## src/design/rau_pkg.sv

```systemverilog
// rau_pkg: constants shared by the rational arithmetic unit.
// No dependencies.
package rau_pkg;
    localparam logic [1:0] OP_ADD = 2'd0;
    localparam logic [1:0] OP_SUB = 2'd1;
    localparam logic [1:0] OP_MUL = 2'd2;
    localparam logic [1:0] OP_DIV = 2'd3;

    localparam logic [1:0] ST_OK      = 2'd0;
    localparam logic [1:0] ST_ZERODEN = 2'd1;
    localparam logic [1:0] ST_UNDEF   = 2'd2;

    localparam int NUM_OUT_W = 33;
    localparam int DEN_OUT_W = 31;
endpackage

```

## src/design/rational_arith_unit_core.sv

```systemverilog
// rational_arith_unit_core: exact add/sub/mul/div of two signed fractions
// with GCD reduction. Depends on rau_pkg.
//
// Usage:
//   Drive i_start with the opcode and both fractions; the edge with i_start
//   high and o_busy low accepts the input word. o_busy stays high until the
//   result word shows on o_result_num / o_result_den / o_status for one
//   cycle, marked by o_done. The receiver cannot stall; o_done lasts one cycle.
// Sequence, from the accepted word to the result: cross products through one
//   shared multiplier (three products, then the denominator store), a
//   magnitude step, then a binary GCD on the magnitudes through one shared
//   subtract/compare/shift unit, closing once either value is zero, then two
//   restoring divisions by the GCD, one quotient bit per cycle through the
//   same subtractor, then the output state, from which o_done is registered.
//   Zero over zero (a zero GCD) ends both divisions after their first step.
//   o_busy falls as o_done rises, so a new word can be accepted at the edge
//   that takes the result.
// Zero over zero gives 0/0 with status 2; zero denominator gives +-1/0
//   with status 1; a zero numerator gives 0/1.
// Reset (i_rst_n low, synchronous) returns the sequencer to idle and drops
//   o_done; a word in flight is dropped.
module rational_arith_unit_core
    import rau_pkg::*;
#(
    parameter int OPERAND_WIDTH = 16
) (
    input  logic                            i_clk,
    input  logic                            i_rst_n,
    input  logic                            i_start,
    output logic                            o_busy,
    input  logic [1:0]                      i_opcode,
    input  logic signed [OPERAND_WIDTH-1:0] i_a_num,
    input  logic signed [OPERAND_WIDTH-1:0] i_a_den,
    input  logic signed [OPERAND_WIDTH-1:0] i_b_num,
    input  logic signed [OPERAND_WIDTH-1:0] i_b_den,
    output logic                            o_done,
    output logic signed [NUM_OUT_W-1:0]     o_result_num,
    output logic [DEN_OUT_W-1:0]            o_result_den,
    output logic [1:0]                      o_status
);
    localparam int PW = 2 * OPERAND_WIDTH;   // product width
    localparam int MW = PW + 1;              // magnitude width (sum may grow)
    localparam int CW = $clog2(MW + 1);

    localparam logic [3:0] S_IDLE = 4'd0;
    localparam logic [3:0] S_MUL0 = 4'd1;
    localparam logic [3:0] S_MUL1 = 4'd2;
    localparam logic [3:0] S_MUL2 = 4'd3;
    localparam logic [3:0] S_MUL3 = 4'd4;
    localparam logic [3:0] S_MAG  = 4'd5;
    localparam logic [3:0] S_GCD  = 4'd6;
    localparam logic [3:0] S_DIVN = 4'd7;
    localparam logic [3:0] S_DIVD = 4'd8;
    localparam logic [3:0] S_OUT  = 4'd9;

    logic [3:0] r_state, n_state;

    // operands
    logic [1:0]                      r_op;
    logic signed [OPERAND_WIDTH-1:0] r_an, r_ad, r_bn, r_bd;

    // shared multiplier: one product per cycle, registered
    logic signed [OPERAND_WIDTH-1:0] mul_a, mul_b;
    logic signed [PW-1:0]            mul_p;
    logic signed [PW-1:0]            r_p;
    logic signed [MW-1:0]            r_rn, r_rd;

    // gcd / divide working registers
    logic [MW-1:0] r_mn, r_md;     // magnitudes kept for division
    logic [MW-1:0] r_x, r_y;
    logic [CW-1:0] r_k;            // common power of two
    logic [MW-1:0] r_g;
    logic [MW-1:0] r_rem, r_quo, r_qn;
    logic [CW-1:0] r_cnt;
    logic          r_neg;

    logic              r_done;
    logic [NUM_OUT_W-1:0] r_onum;
    logic [DEN_OUT_W-1:0] r_oden;
    logic [1:0]        r_ostat;

    // the one shared subtractor
    logic [MW-1:0] sub_a, sub_b;
    logic [MW:0]   sub_d;
    assign sub_d = {1'b0, sub_a} - {1'b0, sub_b};

    assign mul_p = mul_a * mul_b;

    always_comb begin
        mul_a = r_an;
        mul_b = r_bd;
        case (r_state)
            S_MUL0: begin mul_a = r_an; mul_b = (r_op == OP_MUL) ? r_bn : r_bd; end
            S_MUL1: begin
                mul_a = r_bn;
                mul_b = r_ad;
            end
            S_MUL2: begin
                mul_a = r_ad;
                mul_b = (r_op == OP_DIV) ? r_bn : r_bd;
            end
            default: begin mul_a = r_an; mul_b = r_bd; end
        endcase
    end

    logic [MW-1:0] rem_sh;
    always_comb begin
        sub_a = r_x;
        sub_b = r_y;
        rem_sh = '0;
        case (r_state)
            S_GCD: begin
                if (r_x >= r_y) begin sub_a = r_x; sub_b = r_y; end
                else begin sub_a = r_y; sub_b = r_x; end
            end
            S_DIVN: begin
                rem_sh = {r_rem[MW-2:0], r_mn[MW-1]};
                sub_a = rem_sh;
                sub_b = r_g;
            end
            S_DIVD: begin
                rem_sh = {r_rem[MW-2:0], r_md[MW-1]};
                sub_a = rem_sh;
                sub_b = r_g;
            end
            default: begin sub_a = r_x; sub_b = r_y; end
        endcase
    end

    function automatic logic [MW-1:0] mag(input logic signed [MW-1:0] v);
        mag = v[MW-1] ? MW'(-v) : MW'(v);
    endfunction

    always_ff @(posedge i_clk) begin
        if (!i_rst_n) begin
            r_state <= S_IDLE;
            r_done  <= 1'b0;
        end else begin
            r_state <= n_state;
            r_done  <= (r_state == S_OUT);
        end
    end

    always_comb begin
        n_state = r_state;
        case (r_state)
            S_IDLE: if (i_start) n_state = S_MUL0;
            S_MUL0: n_state = S_MUL1;
            S_MUL1: n_state = S_MUL2;
            S_MUL2: n_state = S_MUL3;
            S_MUL3: n_state = S_MAG;
            S_MAG:  n_state = S_GCD;
            S_GCD: begin
                if (r_x == '0 || r_y == '0) n_state = S_DIVN;
            end
            S_DIVN: if (r_cnt == CW'(MW - 1) || r_g == '0) n_state = S_DIVD;
            S_DIVD: if (r_cnt == CW'(MW - 1) || r_g == '0) n_state = S_OUT;
            S_OUT:  n_state = S_IDLE;
            default: n_state = S_IDLE;
        endcase
    end

    always_ff @(posedge i_clk) begin
        case (r_state)
            S_IDLE: begin
                r_op <= i_opcode;
                r_an <= i_a_num;
                r_ad <= i_a_den;
                r_bn <= i_b_num;
                r_bd <= i_b_den;
            end
            S_MUL0: r_p <= mul_p;
            S_MUL1: begin
                r_rn <= MW'(r_p);
                r_p  <= mul_p;
            end
            S_MUL2: begin
                case (r_op)
                    OP_ADD: r_rn <= r_rn + MW'(r_p);
                    OP_SUB: r_rn <= r_rn - MW'(r_p);
                    default: r_rn <= r_rn;
                endcase
                r_p <= mul_p;
            end
            S_MUL3: r_rd <= MW'(r_p);
            S_MAG: begin
                r_mn  <= mag(r_rn);
                r_md  <= mag(r_rd);
                r_x   <= mag(r_rn);
                r_y   <= mag(r_rd);
                r_k   <= '0;
                r_neg <= r_rn[MW-1] ^ r_rd[MW-1];
            end
            S_GCD: begin
                // binary GCD step
                if (r_x == '0 || r_y == '0) begin
                    r_g   <= (r_x | r_y) << r_k;
                    r_rem <= '0;
                    r_cnt <= '0;
                end else if (!r_x[0] && !r_y[0]) begin
                    r_x <= r_x >> 1;
                    r_y <= r_y >> 1;
                    r_k <= r_k + 1'b1;
                end else if (!r_x[0]) begin
                    r_x <= r_x >> 1;
                end else if (!r_y[0]) begin
                    r_y <= r_y >> 1;
                end else if (r_x >= r_y) begin
                    r_x <= sub_d[MW-1:0];
                end else begin
                    r_y <= sub_d[MW-1:0];
                end
            end
            S_DIVN: begin
                r_mn <= r_mn << 1;
                if (!sub_d[MW]) begin
                    r_quo <= {r_quo[MW-2:0], 1'b1};
                end else begin
                    r_quo <= {r_quo[MW-2:0], 1'b0};
                end
                if (r_cnt == CW'(MW - 1)) begin
                    // last numerator bit: keep quotient, clear for denominator
                    r_qn  <= !sub_d[MW] ? {r_quo[MW-2:0], 1'b1}
                                         : {r_quo[MW-2:0], 1'b0};
                    r_cnt <= '0;
                    r_rem <= '0;
                end else begin
                    r_cnt <= r_cnt + 1'b1;
                    r_rem <= !sub_d[MW] ? sub_d[MW-1:0] : rem_sh;
                end
            end
            S_DIVD: begin
                r_md <= r_md << 1;
                if (!sub_d[MW]) begin
                    r_rem <= sub_d[MW-1:0];
                    r_quo <= {r_quo[MW-2:0], 1'b1};
                end else begin
                    r_rem <= rem_sh;
                    r_quo <= {r_quo[MW-2:0], 1'b0};
                end
                r_cnt <= r_cnt + 1'b1;
            end
            S_OUT: begin
                if (r_g == '0) begin
                    r_onum  <= '0;
                    r_oden  <= '0;
                    r_ostat <= ST_UNDEF;
                end else begin
                    r_onum  <= (r_neg && r_qn != '0) ? NUM_OUT_W'(-r_qn)
                                                      : NUM_OUT_W'(r_qn);
                    r_oden  <= DEN_OUT_W'(r_quo);
                    r_ostat <= (r_quo == '0) ? ST_ZERODEN : ST_OK;
                end
            end
            default: ;
        endcase
    end

    assign o_busy       = (r_state != S_IDLE);
    assign o_done       = r_done;
    assign o_result_num = r_onum;
    assign o_result_den = r_oden;
    assign o_status     = r_ostat;

    // --- assertions ---
    a_start_leaves_idle: assert property (@(posedge i_clk) disable iff (!i_rst_n)
        (r_state == S_IDLE && i_start) |=> (r_state == S_MUL0))
        else $error("start not taken");
    a_done_idle: assert property (@(posedge i_clk) disable iff (!i_rst_n)
        o_done |-> !o_busy)
        else $error("done while busy");
    a_status_range: assert property (@(posedge i_clk) disable iff (!i_rst_n)
        o_done |-> (o_status == ST_OK || o_status == ST_ZERODEN || o_status == ST_UNDEF))
        else $error("bad status");
    a_undef_zero: assert property (@(posedge i_clk) disable iff (!i_rst_n)
        (o_done && o_status == ST_UNDEF) |-> (o_result_num == '0 && o_result_den == '0))
        else $error("undefined result not zero");
endmodule

```

## config.mk

```make
export PLATFORM = sky130hd
export DESIGN_NAME = rational_arith_unit_core
export DESIGN_NICKNAME = d
export VERILOG_FILES = /design/src/design/rau_pkg.sv /design/src/design/rational_arith_unit_core.sv
export SDC_FILE = /design/constraint.sdc
export NUM_CORES = 2
export LEC_CHECK = 0
export BUFFER_PORTS_ARGS = -buffer_cell sky130_fd_sc_hd__buf_2
export CAP_MARGIN = 20
export CELL_PAD_IN_SITES_DETAIL_PLACEMENT = 0
export CELL_PAD_IN_SITES_GLOBAL_PLACEMENT = 2
export CORE_AREA = 2 2 343 345
export DETAILED_ROUTE_END_ITERATION = 7
export DIE_AREA = 0 0 345 347
export GPL_ROUTABILITY_DRIVEN = 0
export GPL_TIMING_DRIVEN = 0
export PLACE_DENSITY_LB_ADDON = 0.1
export SETUP_SLACK_MARGIN = 0.1
export SLEW_MARGIN = 20
export SYNTH_ARGS = -nofsm -noshare
export SYNTH_HDL_FRONTEND = slang
export SYNTH_SLANG_ARGS = --single-unit
```

## constraint.sdc

```tcl
create_clock -name i_clk -period 9 [get_ports i_clk]
set_input_delay 0 -clock i_clk [delete_from_list [all_inputs] [get_ports i_clk]]
set_output_delay 0 -clock i_clk [all_outputs]
set_load 0.01 [all_outputs]
```

# Yosys cells after proc, flatten, opt, wreduce, memory -nomap -nowiden
# Index checks and enable logic that the tools add are counted.
[word_totals]
reg_bits = 510
input_bits = 69
out_inout_bits = 68
wordCells = 139
[op_classes]
add_sub_neg = 8
n_mul = 1
order_cmp = 1
n_eq_ne = 24
shift = 1
n_mux = 45
bitwise_logic = 2
n_reduce_logical = 31
[op_table]
columns = ["operator", "count"]
rows = [
  ["two-way mux 33 bit", 15],
  ["case mux 33 bit (2 select lines)", 7],
  ["logical NOT 33 bit", 4],
  ["case mux 33 bit (3 select lines)", 1],
  ["two-way mux 32 bit", 3],
  ["case mux 32 bit (3 select lines)", 1],
  ["negator 33 bit", 2],
  ["case mux 16 bit (3 select lines)", 1],
  ["case mux 4 bit (9 select lines)", 1],
  ["subtractor 33 x 33 -> 34 bit", 1],
  ["adder 33 x 32 -> 33 bit", 1],
  ["greater-or-equal comparator 33 bit", 1],
  ["negator 32 -> 33 bit", 1],
  ["bitwise OR 33 bit", 1],
  ["nonzero test 33 bit", 1],
  ["<< shifter 33 x 6 -> 33 bit", 1],
  ["subtractor 33 x 32 -> 33 bit", 1],
  ["multiplier 16 x 16 -> 32 bit", 1],
  ["two-way mux 16 bit", 2],
  ["case mux 16 bit (2 select lines)", 1],
  ["two-way mux 6 bit", 4],
  ["case mux 6 bit (3 select lines)", 1],
  ["== test 4 x 3 -> 1 bit, second input constant", 4],
  ["two-way mux 4 bit", 4],
  ["other kinds (26)", 53],
]

# Logic depth before layout (Yosys ltp)
[logic_depth]
depth_word = 10
depth_mapped = 32
mapped_depth_nobuf = 29

# Worst setup path after synthesis
# No wires, ideal clock.
[synth_timing]
path_kind = "reg-to-reg"
startpoint = "register r_state[0]"
endpoint = "register r_p[31] (data pin)"
setup_time_ps = 260
t_arrival_ps = 7251
required_ps = 8740
slack_ps = 1489
path_stages_with_launch = 26
n_path_buf = 3
synth_period_minus_slack_ps = 7511
cell_sequence = "dfxtp_1 buf_1 clkbuf_1 clkbuf_1 mux2i_1 a21oi_1 nand2_1 fa_1 fa_1 fa_1 inv_1 fa_1 fa_1 inv_1 fa_1 inv_1 ha_1 a21o_1 a21o_1 a21oi_1 o211ai_1 a41oi_1 a21oi_1 a211o_1 a21oi_1 xnor2_1"
[synth_via]
elab_chain_cells = 3
elab_cells_between_ends = 6
classes_between = "1 x mul; 3 x eq/ne; 2 x mux"
[synth_rtl]
columns = ["element", "line_no", "rtl"]
rows = [
  ["from (decl)", "rational_arith_unit_core.sv:56", "logic [3:0] r_state, n_state;"],
  ["from (signal assigned)", "rational_arith_unit_core.sv:139", "r_state <= n_state;"],
  ["== test 4 x 2 -> 1 bit or == test 4 x 1 -> 1 bit (tied branches)", "rational_arith_unit_core.sv:92", "case (r_state)"],
  ["case mux 16 bit (3 select lines) or case mux 16 bit (2 select lines) (tied branches)", "rational_arith_unit_core.sv:92", ""],
  ["multiplier 16 x 16 -> 32 bit (*)", "rational_arith_unit_core.sv:87", "assign mul_p = mul_a * mul_b;"],
  ["via mul_p[31]", "rational_arith_unit_core.sv:64", "logic signed [PW-1:0] mul_p;"],
  ["to (signal assigned)", "rational_arith_unit_core.sv:172", "S_MUL0: r_p <= mul_p;"],
  ["to (signal assigned)", "rational_arith_unit_core.sv:175", "r_p <= mul_p;"],
  ["to (signal assigned)", "rational_arith_unit_core.sv:183", "r_p <= mul_p;"],
  ["to (decl)", "rational_arith_unit_core.sv:65", "logic signed [PW-1:0] r_p;"],
]
# The timed path passes the listed nets; every way through them passes the cells marked *.
# A chain may end at the register's enable or synchronous reset.

# Worst setup path in the final report
[layout_timing]
startpoint = "register r_y[15]"
endpoint = "register r_rem[31] (data pin)"
[layout_via]
elab_chain_cells = 7
elab_cells_between_ends = 9
classes_between = "1 x add/sub; 1 x order compare; 7 x mux"
[layout_rtl]
columns = ["element", "line_no", "rtl"]
rows = [
  ["from (decl)", "rational_arith_unit_core.sv:70", "logic [MW-1:0] r_x, r_y;"],
  ["from (signal assigned)", "rational_arith_unit_core.sv:190", "r_y <= mag(r_rd);"],
  ["from (signal assigned)", "rational_arith_unit_core.sv:202", "r_y <= r_y >> 1;"],
  ["from (signal assigned)", "rational_arith_unit_core.sv:207", "r_y <= r_y >> 1;"],
  ["greater-or-equal comparator 33 bit", "rational_arith_unit_core.sv:113", "if (r_x >= r_y) begin sub_a = r_x; sub_b = r_y; end"],
  ["two-way mux 33 bit", "rational_arith_unit_core.sv:113", ""],
  ["case mux 33 bit (3 select lines) or case mux 33 bit (2 select lines) (tied branches)", "rational_arith_unit_core.sv:111", "case (r_state)"],
  ["subtractor 33 x 33 -> 34 bit (*)", "rational_arith_unit_core.sv:85", "assign sub_d = {1'b0, sub_a} - {1'b0, sub_b};"],
  ["two-way mux 32 bit (*)", "rational_arith_unit_core.sv:229, rational_arith_unit_core.sv:234", ""],
  ["two-way mux 32 bit", "rational_arith_unit_core.sv:221", "if (r_cnt == CW'(MW - 1)) begin"],
  ["case mux 32 bit (3 select lines) (*)", "rational_arith_unit_core.sv:164", "case (r_state)"],
  ["to (signal assigned)", "rational_arith_unit_core.sv:229", "r_rem <= !sub_d[MW] ? sub_d[MW-1:0] : rem_sh;"],
  ["to (signal assigned)", "rational_arith_unit_core.sv:235", "r_rem <= sub_d[MW-1:0];"],
  ["to (signal assigned)", "rational_arith_unit_core.sv:238", "r_rem <= rem_sh;"],
  ["to (decl)", "rational_arith_unit_core.sv:73", "logic [MW-1:0] r_rem, r_quo, r_qn;"],
]
# Mark *: on every way between the ends. The rest lies on a longest branch, timed or not.

==> metrics.md <==
| Metric | Value |
|---|---|
| Seq/Total Area, Yosys | 0.3895 |
| Worst Max-Slew Pin Slew | 1.119 ns |
| Yosys warning count | 0 |
| Asr flop ratio synth | 0 |
| Hpwl dp | 116.3 mm |
| Outcome | finished with violations |
| HP Class | in -> reg |
| CTS tree | built |
| Synthesis-stage register bit count | 510 |
| RSZ-0062 raised after global routing | yes |
| Failing checks | design-rule violations |
| Nets | 4709 |
| Iteration-0 DRC Markers | 2607 |
| Part of the cycle the worst path needs | 0.9478 |
| Final hold violation count | 0 |
| DRT antenna net count | 0 |
| Final hold slack | 0.04468 ns |
| Min Tclk post-route | 8.530 ns |
| Post-route DRC | 12 |
| Fmax | 0.1172 GHz |
| Drt wl/cell | 25.27 um |
| Starting Density | 0.3386 |
| Synth unique cells | 73 |
| Die H | 347 um |
| Clk root buf | clkbuf_16 |
| Critical path class | reg -> reg |
| Later-pin clock latency in the skew report | 0.71 ns |
| Reg clk slew, reported paths | 0.06 ns |
| Final number of max-transition violations | 0 |
| Worst Path Required | 9.36 ns |
| Via count | 30730 |
| TritonCTS Buffers | 60 |
| Vias per inst | 5.363 |
| Area Growth Syn to Fin | 16.39% |
| Worst Setup Start Kind | flop |
| Total gr overflow | 0 |
| Maximum clock insertion buffer count | 3 |
| DIE AREA | 0.1197 mm2 |
| Slew margin rel. | 0.2488 |
| Initial antenna violation count | 2 |
| Worst clock skew | 0.07933 ns |
| Post-synth EDFFs | 505 |
| Synthesized instance count | 3819 |
| Placed insts | 5512 |
| Share of the synthesized area in the top cell type | 0.3869 |
| FP Rows | 125 |
| Total Routing Usage GR | 0.2415 |
| Worst-case reg-to-reg path depth | 25 |
| Syn Nets | 4375 |
| Die Span X | 345 um |
| Vias in the first global route | 31960 |
| CP arrival | 8.89 ns |
| TritonCTS Sinks | 510 |
| CORE AREA | 0.1157 mm2 |
| # IOs | 137 |
| I/O Buffers | 136 |
| Ys flop type | edfxtp_1 |
| Non-filler cells, final | 5729 |
| Largest cells by area after synthesis | edfxtp_1 (39%), fa_1 (13%), ha_1 (7.1%), nor2_1 (4.0%), inv_1 (4.0%) |
| Crit. End Element | flop |
| Fraction of layout cells with a size suffix above 1 | 0.09084 |
| DRT Pass-1 Iters | 8 |
| CTS H-tree depth | 2 |
| Leading area contributor after synthesis | edfxtp_1 |
| Mapped Area | 0.03919 mm2 |
| Max-cap viol count | 0 |
| Final WL | 144.8 mm |
| # diodes | 0 |
| Final setup vio count | 0 |
| Hold Path Stages | 2 |
| Global-route wire length before repair | 215.0 mm |
| Syn avg cell area | 10.26 um2 |
| CP Max Fanout | 11 |
| Largest net degree at the start of global routing | 43 |
==> flip-flops by register name, summed over array words and instances (netlist names), 31 cells and up <==
| register | cells |
|---|---|
| r_qn | 33 |
| r_quo | 33 |
| r_rd | 32 |
| r_mn | 33 |
| o_result_den | 31 |
| r_p | 32 |
| r_rem | 32 |
| r_g | 33 |
| r_md | 33 |
| r_y | 33 |
| o_result_num | 33 |
| r_x | 33 |
| r_rn | 33 |
==> area by class of cell <==
class / count / area (um2)
tap: 1524 / 1907
fill: 11620 / 70120
timing repair buffer: 276 / 2220
inverter: 413 / 1553
buffer: 174 / 684.4
clock inverter: 48 / 543.0
clock buffer: 66 / 1524
multi-input combinational: 2718 / 21920
sequential: 510 / 15260
==> stage by stage <==
step / setup TNS (ns) / utilization / setup WS (ns) / area (um2)
finish: 0 / 0.3941 / 0.4702 / 45620
global route: 0 / 0.3941 / 0.07506 / 45620
CTS: 0 / 0.3935 / 0.1030 / 45540
detailed placement: -1.945 / 0.3661 / -0.4831 / 42370
global placement: -12.55 / 0.3610 / -0.8431 / 41780
floorplan: 0 / - / 1.489 / 39190
==> path summary, 6_finish.rpt <==
path         slack, ns  startpoint         to
max               0.47     r_y[15]  r_rem[31]
min               0.04  i_b_den[7]    r_bd[7]
max reg2reg       0.47     r_y[15]  r_rem[31]
min reg2reg       0.51   r_quo[31]   r_qn[32]
==> kinds of logic (layout without fill, tap and decap cells) <==
kind of cell             Yosys count  in the layout  share of synthesized area
multiplexers                     116            116                    0.03537
AO/OA/AOI/OAI                    804            804                     0.1362
adder cells (fa/ha/maj)          487            487                     0.2060
AND/OR/NAND/NOR                 1100           1100                     0.1289
flip-flops                       510            510                     0.3895
buffers and inverters            591            977                    0.05686
XOR/XNOR                         211            211                    0.04715
==> synthesized netlist by cell type (60+ instances only) <==
| cell | n |
|---|---|
| a21oi_1 | 262 |
| and2_1 | 60 |
| clkbuf_1 | 152 |
| edfxtp_1 | 505 |
| fa_1 | 264 |
| ha_1 | 223 |
| inv_1 | 413 |
| mux2i_1 | 89 |
| nand2_1 | 298 |
| nor2_1 | 417 |
| o21ai_0 | 139 |
| xnor2_1 | 112 |
| xor2_1 | 99 |
==> per-layer routing <==
layer	vias up	wire [um]	global-route usage
li1	14150	-	-
met1	15520	59850	0.2996
met2	808	71540	0.4244
met3	250	5921	0.02357
met4	0	7449	0.1105
met5	-	0	0
==> cell usage in the layout, fill, tap and decap left out, drive strengths merged, types with 18 or more instances in the layout <==
cell type and count:
edfxtp 505, nor2 417, inv 414, nand2 298
fa 264, a21oi 262, ha 223, clkbuf 215
buf 193, o21ai 140, xnor2 112, dlygate4sd3 107
xor2 99, mux2i 89, and2 60, a21o 55
nor4 52, nor2b 50, nand3 46, a221oi 39
nor3 39, a222oi 37, a221o 36, nand2b 35
o31ai 34, clkinv 34, a211oi 32, a22oi 22
or3 21, nand4 20, o21a 20, a31oi 20
a311oi 19, and3 18
==> critical path, cell delays in order, from the launching register on <==
cell	delay, ns
edfxtp_1	0.55
inv_1	0.18
ha_1	0.32
or4_1	0.58
nor4_1	0.37
a21oi_1	0.12
nand4_1	0.14
a21oi_1	0.13
or2_2	0.34
clkbuf_1	0.29
o21ai_1	0.35
clkbuf_1	0.44
buf_1	0.47
a222oi_1	0.24
ha_1	0.39
and2_1	0.17
o211ai_1	0.20
a211o_1	0.42
a311oi_2	0.46
o21ai_0	0.17
o41ai_2	0.61
a31o_2	0.25
buf_2	0.27
buf_2	0.42
mux2i_1	0.26
nor2_1	0.05
==> repair_timing <==
item | CTS | global route
hold endpoints to repair | 71 | 0
endpoints found under the setup margin | 16 | 21
hold buffers | 107 | 0
resized for setup | 13 | 28
pin swaps | 0 | 0
setup buffers | 0 | 0
Power is not shown: default switching activity piles up to over one toggle a cycle in this logic, so the estimate is an artifact.
